## src/hw/rtl/rhc_pkg.sv

```systemverilog
// Shared package for the RGB/HSL colour converter: field widths, mode codes,
// fixed-point constants and the reciprocal table used by the RGB-to-HSL divisions.
// No dependencies.
`timescale 1ns / 1ps

package rhc_pkg;

    // Direction codes held in the mode register.
    localparam logic MODE_TO_HSL = 1'b0;
    localparam logic MODE_TO_RGB = 1'b1;

    // Number of register stages in each conversion path.
    localparam int PIPE_DEPTH = 5;

    // One 60-degree sector in 1/64-degree hue units, and one in Q0.12.
    localparam int SECTOR_UNITS = 3840;
    localparam int ONE_Q12      = 4096;

    // Reciprocals are floor(2^RECIP_SHIFT / d) for an 8-bit divisor d.
    localparam int RECIP_SHIFT = 24;
    localparam int RECIP_W     = RECIP_SHIFT + 1;

    typedef logic [RECIP_W-1:0] t_recip_tab [256];

    // Built at elaboration with a restoring division, so no divider is inferred.
    function automatic t_recip_tab build_recip_tab();
        t_recip_tab           tab;
        logic [RECIP_W:0]     rem;
        logic [RECIP_W-1:0]   quo;
        int                   d;
        int                   b;
        tab[0] = '0;
        for (d = 1; d < 256; d++) begin
            rem = '0;
            quo = '0;
            for (b = RECIP_SHIFT; b >= 0; b--) begin
                rem = {rem[RECIP_W-1:0], (b == RECIP_SHIFT) ? 1'b1 : 1'b0};
                if (rem >= (RECIP_W+1)'(d)) begin
                    rem    = rem - (RECIP_W+1)'(d);
                    quo[b] = 1'b1;
                end
            end
            tab[d] = quo;
        end
        return tab;
    endfunction

    localparam t_recip_tab RECIP_TAB = build_recip_tab();

endpackage

```

## src/hw/rtl/rhc_rgb_path.sv

```systemverilog
// HSL-to-RGB conversion path: five register stages from hue, saturation
// and lightness to rounded, saturated bytes. Depends on rhc_pkg.
`timescale 1ns / 1ps

module rhc_rgb_path (
    input  logic        i_clk,
    input  logic        i_en,
    input  logic [14:0] i_hue,
    input  logic [12:0] i_sat,
    input  logic [12:0] i_light,
    output logic [7:0]  o_red,
    output logic [7:0]  o_green,
    output logic [7:0]  o_blue
);

    localparam logic [12:0] ONE    = 13'(rhc_pkg::ONE_Q12);
    localparam logic [14:0] SECTOR = 15'(rhc_pkg::SECTOR_UNITS);
    localparam logic [45:0] HALF   = 46'(15) << 31;
    localparam logic [12:0] RECIP_15 = 13'd4370;

    // Stage 1: clamp, chroma (units of 2^-24), sector and neighbour weight.
    logic [12:0] sc, lc;
    logic [11:0] lf, f1, k1;
    logic [24:0] c2;
    logic [3:0]  sec1;
    logic [24:0] r1_c2;
    logic [12:0] r1_l;
    logic [3:0]  r1_sec;
    logic [11:0] r1_k;

    always_comb begin
        sc  = (i_sat > ONE) ? ONE : i_sat;
        lc  = (i_light > ONE) ? ONE : i_light;
        lf  = (lc <= (ONE >> 1)) ? lc[11:0] : 12'(ONE - lc);
        c2  = {24'(lf * sc), 1'b0};
        sec1 = '0;
        for (int j = 1; j <= 8; j++) begin
            if (i_hue >= 15'(j * rhc_pkg::SECTOR_UNITS)) begin
                sec1 = 4'(j);
            end
        end
        f1 = 12'(i_hue - 15'(sec1 * SECTOR));
        k1 = sec1[0] ? 12'(SECTOR - 15'(f1)) : f1;
    end

    always_ff @(posedge i_clk) begin
        if (i_en) begin
            r1_c2  <= c2;
            r1_l   <= lc;
            r1_sec <= sec1;
            r1_k   <= k1;
        end
    end

    // Stage 2: the two chroma terms and the offset l - c/2, all scaled by 3840.
    logic [36:0] r2_xs, r2_cs, r2_base;
    logic [3:0]  r2_sec;

    always_ff @(posedge i_clk) begin
        if (i_en) begin
            r2_xs   <= 37'(r1_c2 * r1_k);
            r2_cs   <= (37'(r1_c2) << 12) - (37'(r1_c2) << 8);
            r2_base <= (((37'(r1_l) << 4) - 37'(r1_l)) << 20)
                     - ((37'(r1_c2) << 11) - (37'(r1_c2) << 7));
            r2_sec  <= r1_sec;
        end
    end

    // Stage 3: place the terms on the channels for this sector.
    logic [36:0] tr, tg, tb;
    logic [37:0] r3_val [3];

    always_comb begin
        tr = '0;
        tg = '0;
        tb = '0;
        unique case (r2_sec)
            4'd0: begin tr = r2_cs; tg = r2_xs; end
            4'd1: begin tr = r2_xs; tg = r2_cs; end
            4'd2: begin tg = r2_cs; tb = r2_xs; end
            4'd3: begin tg = r2_xs; tb = r2_cs; end
            4'd4: begin tr = r2_xs; tb = r2_cs; end
            4'd5: begin tr = r2_cs; tb = r2_xs; end
            default: begin end
        endcase
    end

    always_ff @(posedge i_clk) begin
        if (i_en) begin
            r3_val[0] <= 38'(r2_base) + 38'(tr);
            r3_val[1] <= 38'(r2_base) + 38'(tg);
            r3_val[2] <= 38'(r2_base) + 38'(tb);
        end
    end

    // Stage 4: scale by 255, add half an LSB, drop 2^32 of the 15 * 2^32 divisor.
    logic [45:0] t4 [3];
    logic [11:0] r4_x [3];

    always_comb begin
        for (int ch = 0; ch < 3; ch++) begin
            t4[ch] = (46'(r3_val[ch]) << 8) - 46'(r3_val[ch]) + HALF;
        end
    end

    always_ff @(posedge i_clk) begin
        if (i_en) begin
            for (int ch = 0; ch < 3; ch++) begin
                r4_x[ch] <= t4[ch][43:32];
            end
        end
    end

    // Stage 5: divide by 15 through a reciprocal, exact for 12-bit values, and clamp.
    logic [24:0] p5 [3];
    logic [7:0]  r5_byte [3];

    always_comb begin
        for (int ch = 0; ch < 3; ch++) begin
            p5[ch] = r4_x[ch] * RECIP_15;
        end
    end

    always_ff @(posedge i_clk) begin
        if (i_en) begin
            for (int ch = 0; ch < 3; ch++) begin
                r5_byte[ch] <= p5[ch][24] ? 8'd255 : p5[ch][23:16];
            end
        end
    end

    assign o_red   = r5_byte[0];
    assign o_green = r5_byte[1];
    assign o_blue  = r5_byte[2];

endmodule

```

## config.mk

```make
export PLATFORM = sky130hd
export DESIGN_NAME = rhc_rgb_path
export DESIGN_NICKNAME = d
export VERILOG_FILES = /design/src/hw/rtl/rhc_pkg.sv /design/src/hw/rtl/rhc_rgb_path.sv
export SDC_FILE = /design/constraint.sdc
export NUM_CORES = 2
export LEC_CHECK = 0
export ABC_CLOCK_PERIOD_IN_PS = 8300
export BUFFER_PORTS_ARGS = -buffer_cell sky130_fd_sc_hd__buf_2
export CAP_MARGIN = 20
export CORE_MARGIN = 2
export CORE_UTILIZATION = 60
export CTS_BUF_LIST = sky130_fd_sc_hd__clkbuf_16
export DETAILED_ROUTE_END_ITERATION = 8
export GPL_TIMING_DRIVEN = 0
export PLACE_DENSITY = 0.9
export SLEW_MARGIN = 20
export SYNTH_ARGS = -nofsm -noshare
export SYNTH_HDL_FRONTEND = slang
export SYNTH_SLANG_ARGS = --single-unit
```

## constraint.sdc

```tcl
create_clock -name i_clk -period 8.3 [get_ports i_clk]
set_clock_uncertainty 0.05 [all_clocks]
set_input_delay 1.245 -clock i_clk [delete_from_list [all_inputs] [get_ports i_clk]]
set_output_delay 1.245 -clock i_clk [all_outputs]
set_load 0.03 [all_outputs]
```

# ---- Word-level counts from Yosys, hierarchy flattened
# Memories as Yosys holds them, arrays and structs flattened.
# Cells that the tools add are included.
dict set report word_totals {
  ff_bits 168
  latchBits 0
  mem_bits_rw 174
  rom_bits 0
  inputBits 43
  output_inout_bits 24
  wordCells 76
  n_memories 3
}
dict set report op_classes {
  n_addsub 16
  mul 6
  n_div 0
  n_lt_le_gt_ge 11
  n_eq_ne 5
  shift 0
  n_mux 20
  n_bitwise 0
  reduce_logical 7
}
# name words word_bits read_ports rd_ports_with_merged_regs wr line_no
set mem_list {}
lappend mem_list {r3_val 3 38 3 0 3 rhc_rgb_path.sv:71} ;# logic [37:0] r3_val [3];
lappend mem_list {r4_x 3 12 3 0 3 rhc_rgb_path.sv:98} ;# logic [11:0] r4_x [3];
lappend mem_list {r5_byte 3 8 3 0 3 rhc_rgb_path.sv:116} ;# logic [7:0] r5_byte [3];
# operator n
set ops {}
lappend ops {{37-bit case mux with 2 select lines} 3}
lappend ops {{44-bit by 35-bit adder with 44-bit output, second input constant} 3}
lappend ops {{44-bit by 38-bit subtractor with 44-bit output} 3}
lappend ops {{37-bit by 37-bit adder with 38-bit output} 3}
lappend ops {{12-bit by 12-bit multiplier with 24-bit output, second input constant} 3}
lappend ops {{15-bit >= comparator, second input constant} 4}
lappend ops {{36-bit by 32-bit subtractor with 37-bit output} 1}
lappend ops {{37-bit by 33-bit subtractor with 37-bit output} 1}
lappend ops {{37-bit subtractor} 1}
lappend ops {{24-bit by 12-bit multiplier with 36-bit output} 1}
lappend ops {{15-bit by 14-bit >= comparator with 1-bit output, second input constant} 2}
lappend ops {{13-bit greater-than comparator, second input constant} 2}
lappend ops {{13-bit two-way mux} 2}
lappend ops {{12-bit by 13-bit multiplier with 24-bit output} 1}
lappend ops {{12-bit two-way mux} 2}
lappend ops {{8-bit two-way mux} 3}
lappend ops {{17-bit by 13-bit subtractor with 17-bit output} 1}
lappend ops {{15-bit by 12-bit >= comparator with 1-bit output, second input constant} 1}
lappend ops {{15-bit by 13-bit >= comparator with 1-bit output, second input constant} 1}
lappend ops {{13-bit by 12-bit <= comparator with 1-bit output, second input constant} 1}
lappend ops {{3-bit two-way mux} 4}
lappend ops {{2-bit OR reduction} 6}
lappend ops {{1-bit by 12-bit subtractor with 12-bit output, first input constant} 1}
lappend ops {{12-bit subtractor} 1}
lappend ops {{9 further kinds} 14}

# ---- Depth between registers and ports, before layout
dict set report logic_depth {
  word_depth 13
  ltp_mapped 31
  ltp_nobuf 30
}

# ---- Worst setup path before layout
# Ideal clock, no wire load.
dict set report synth_path {
  kind {input port to flip-flop}
  from {input i_light[12]}
  to {register r1_c2[23] (data pin)}
  setup_time_ns 0.262
  t_arrival_ns 7.798
  required_ns 7.988
  path_slack_ns 0.189
  cell_stages 28
  n_path_buf 2
  cell_sequence {clkbuf_1 > inv_1 > nand2_1 > ha_1 > o21ai_1 > o21a_1 > o311ai_0 > o21ai_0 > a21oi_1 > clkbuf_1 > nand2_1 > fa_1 > fa_1 > fa_1 > inv_1 > fa_1 > inv_1 > fa_1 > inv_1 > ha_1 > or3_1 > o21ai_0 > a21oi_1 > a41o_1 > o41a_1 > a211oi_1 > a21oi_1 > xor2_1}
}
dict set report synth_between {
  elab_chain_len 5
  word_cells_on_any_way 6
}
# element line_no
set synth_rtl {}
lappend synth_rtl {{from (decl)} rhc_rgb_path.sv:10} ;# input logic [12:0] i_light,
lappend synth_rtl {{13-bit greater-than comparator} rhc_rgb_path.sv:33} ;# lc = (i_light > ONE) ? ONE : i_light;
lappend synth_rtl {{13-bit two-way mux *} rhc_rgb_path.sv:33}
lappend synth_rtl {{1-bit by 12-bit subtractor with 12-bit output / 13-bit by 12-bit <= comparator with 1-bit output (equally long branches)} rhc_rgb_path.sv:34} ;# lf = (lc <= (ONE >> 1)) ? lc[11:0] : 12'(ONE - lc);
lappend synth_rtl {{12-bit two-way mux *} rhc_rgb_path.sv:34}
lappend synth_rtl {{12-bit by 13-bit multiplier with 24-bit output *} rhc_rgb_path.sv:35} ;# c2 = {24'(lf * sc), 1'b0};
lappend synth_rtl {{via c2[23]} rhc_rgb_path.sv:24} ;# logic [24:0] c2;
lappend synth_rtl {{to (signal assigned)} rhc_rgb_path.sv:48} ;# r1_c2 <= c2;
lappend synth_rtl {{to (decl)} rhc_rgb_path.sv:26} ;# logic [24:0] r1_c2;
# The timed path passes the listed nets; every way through them passes the cells marked *.
# A chain may end at the register's enable or synchronous reset.

# ---- Worst setup path in the final report
dict set report layout_path {
  from {input i_light[12]}
  to {register r1_c2[24] (data pin)}
}
# The elaborated chain is that of the path after synthesis.

==> impl_metrics.yaml <==
run_status:
  status: "finished clean"
setup_path:
  worst_path_max_delay_cell: "sky130_fd_sc_hd__fa_1"
  end_kind: "flop"
  crit_fanout: 10
  worstPathArrival_ps: 8250
  worst_path_largest_cell_delay_ps: 530
  rr_worst_depth: 19
  cp.required_ps: 8540
  regToRegEndpoint: "r2_xs[36]$_DFFE_PP_"
  reg2reg_setup_slack_ps: 1080
  setup.worst_path.start_class: "input port"
  r2r-start: "r1_c2[9]$_DFFE_PP_"
  setup.worst_path.class: "in -> reg"
logic_synthesis:
  fraction_of_the_mapped_netlist_area_in_compound_gates_pct: 12.72
  ys_ff_latch: 320
  mappedNetlistNets: 5341
  synthMuxAreaShare_pct: 0.07940
  post_synthesis_cell_type_count: 74
  synth_top_family_by_area: "adder cells"
  fraction_of_registers_with_async_set_reset_pct: 0
  post_synth.cell_area_avg_sq_um: 9.638
  syn-instance-count: 4251
  yosys.area_share.xor_xnor_pct: 5.087
  arithmetic_cell_share_of_the_synthesized_area_counting_full_adders_half_adders_and_majority_gates_pct: 38.70
  synth_enable_flop_cells: 320
  synth.top_cells.by_area: "sky130_fd_sc_hd__edfxtp_1 (23%), sky130_fd_sc_hd__ha_1 (21%), sky130_fd_sc_hd__fa_1 (18%)"
  yosys_warnings: 0
  dominantRegCellSynth: "sky130_fd_sc_hd__edfxtp_1"
  yosysTopAreaCellShare_pct: 23.45
  synth_top_cell_by_area: "sky130_fd_sc_hd__edfxtp_1"
  synth.cell_area_sq_um: 40970
  synthSimpleGateAreaFrac_pct: 13.07
  share_of_the_yosys_chip_area_belonging_to_registers_pct: 23.45
drt:
  drt_iter0_drc: 2412
  routed_wire_length_per_instance_microns: 18.90
  drt_first_pass_iters: 6
  postRouteAntennaNets: 0
  avgViaCountPerCell: 6.018
  vias: 31686
  drc_errors: 0
  routed_wl_mm: 99.53
global_route:
  grt_start_max_net_pins: 103
  vias_in_the_first_global_route: 32314
  gr-total-overflow: 0
  global_route_wire_length_before_repair_mm: 161.0
  grt.total_usage_pct: 28.60
  antenna_found_initial: 0
die:
  floorplan.die_area_sq_um: 70390
  row_count: 95
  start_util_pct: 60.79
  fp.dieH_microns: 265.3
  ios: 67
  die_w_microns: 265.3
  core_area_sq_um: 67400
cts:
  clkSinkCount: 320
  cts_root_buf: "sky130_fd_sc_hd__clkbuf_16"
  clk-insertion-delay-late_ps: 580
  post_cts_hold_buffer_count: 0
  cts_buffers: 39
  clock_transition_at_path_regs_ps: 60
  cts-root-to-sink-buffers: 3
  tritoncts: "yes"
  htreeDepth: 2
finish:
  most_common_cell_after_layout_fill_and_taps_aside: "sky130_fd_sc_hd__ha_1"
  fill_cells: 4928
  layout.cells.most_common_list: "sky130_fd_sc_hd__ha_1 (680), sky130_fd_sc_hd__inv_1 (651), sky130_fd_sc_hd__nand2_1 (430)"
  nNetsFinal: 5450
  drive_above_1_share_pct: 4.259
  instances_no_fill: 5265
  area_growth_syn_to_layout_pct: 7.118
run:
  max-cap-violations: 0
timing:
  timing.final.max_slew_violations: 0
  timing_worst_slew_pin_value_ps: 1010
  timing.max_slew.rel_slack_pct: 32.68
  final_period_minus_worst_setup_slack_ps: 8010
  fmax_ghz: 0.1248
  hold_viol_final: 0
  min_period_over_period_pct: 96.51
  setup_viol: 0
place:
  io_buffers: 64
  post-dp-hpwl_mm: 80.56
  placed_cells_incl_taps: 5191
  gp_routability_congestion: 0.9879
hold_path:
  min_from: "r1_sec[3]$_DFFE_PP_"
  min_path_cells: 0
  hold-path-endpoint: "r2_sec[3]$_DFFE_PP_"
  holdCritPathClass: "reg -> reg"
==> registers in the layout, indices dropped and copies added, names as in the netlist <==
| signal | flops |
|---|---|
| r1_l | 13 |
| r3_val | 111 |
| r1_c2 | 24 |
| r2_cs | 27 |
| r1_sec | 4 |
| r2_xs | 36 |
| r2_base | 29 |
| r2_sec | 4 |
| r4_x | 36 |
| r1_k | 12 |
| r5_byte | 24 |
==> synth_stat cells, types with 26 or more instances <==
| master | instances |
|---|---|
| sky130_fd_sc_hd__a21oi_1 | 183 |
| sky130_fd_sc_hd__a22o_1 | 82 |
| sky130_fd_sc_hd__o21a_1 | 46 |
| sky130_fd_sc_hd__nor2_1 | 209 |
| sky130_fd_sc_hd__inv_1 | 644 |
| sky130_fd_sc_hd__nor3_1 | 67 |
| sky130_fd_sc_hd__xor2_1 | 67 |
| sky130_fd_sc_hd__nand2b_1 | 53 |
| sky130_fd_sc_hd__a21o_1 | 99 |
| sky130_fd_sc_hd__nor2b_1 | 60 |
| sky130_fd_sc_hd__xnor2_1 | 171 |
| sky130_fd_sc_hd__fa_1 | 366 |
| sky130_fd_sc_hd__clkbuf_1 | 101 |
| sky130_fd_sc_hd__o21ai_0 | 131 |
| sky130_fd_sc_hd__nand2_1 | 431 |
| sky130_fd_sc_hd__and2_1 | 129 |
| sky130_fd_sc_hd__ha_1 | 681 |
| sky130_fd_sc_hd__edfxtp_1 | 320 |
| sky130_fd_sc_hd__nand3_1 | 56 |
| sky130_fd_sc_hd__and3_1 | 26 |
==> metal layers <==
| metal | track usage (%) | wire length (microns) |
|---|---|---|
| met5 | 0 | 0 |
| met4 | 16.17 | 6468 |
| met3 | 4.388 | 7083 |
| met2 | 50.01 | 48790 |
| met1 | 33.61 | 37190 |
==> through the flow <==
stage,area [sq um],setup WS [ps],utilization (%),hold slack [ps],TNS [ps]
2_1_floorplan,40970,189.5,-,350.3,0
3_3_place_gp,42390,-1117,62.89,357.5,-5600
3_5_place_dp,42490,-1296,63.05,359.9,-6940
4_1_cts,43810,70.05,65.00,370.8,0
5_1_grt,43890,-66.11,65.12,388.3,-96.44
6_report,43890,289.8,65.12,371.2,0
==> worst max-delay path, delay by kind of cell <==
family / cells / cell delay [ps]
simple gates: 4 / 570
compound gates: 10 / 2240
fa+ha+maj: 7 / 2920
xor+xnor: 2 / 290
buf+inv: 7 / 960
==> worst max-delay path by stage <==
stage	from	to	cells after the start
2_1_floorplan	i_light[12]	r1_c2[23]$_DFFE_PP_	28
3_5_place_dp	i_light[12]	r1_c2[24]$_DFFE_PP_	30
3_3_place_gp	i_light[12]	r1_c2[24]$_DFFE_PP_	30
6_report	i_light[12]	r1_c2[24]$_DFFE_PP_	30
4_1_cts	i_light[2]	r1_c2[24]$_DFFE_PP_	29
5_1_grt	i_light[12]	r1_c2[24]$_DFFE_PP_	27
==> cells by family (layout without fill, tap and decap cells) <==
family | Yosys count | in the layout
compound gates | 764 | 764
xor+xnor | 238 | 238
fa+ha+maj | 1048 | 1048
buf+inv | 752 | 892
flops | 320 | 320
mux | 3 | 3
other cells | 0 | 1
simple gates | 1126 | 1126
==> final cells by class <==
class                   count  area [sq um]  area share [%]
diodes                      1         2.502        0.005702
plain buffers             106         406.6          0.9265
clock buffers              40          1001           2.281
clock inverters            32         291.5          0.6642
inverters                 645          2421           5.516
multi-input cells        3179         28640           65.25
flip-flops and latches    320          9609           21.89
well taps                 873          1092           2.489
repair buffers             69         427.9          0.9750
==> timing repair <==
action,CTS,global route
setup buffers,0,2
setup endpoints to repair,6,6
gates resized for setup,9,18
pin swaps,0,2
Power is not shown: default switching activity piles up to over one toggle a cycle in this logic, so the estimate is an artifact.
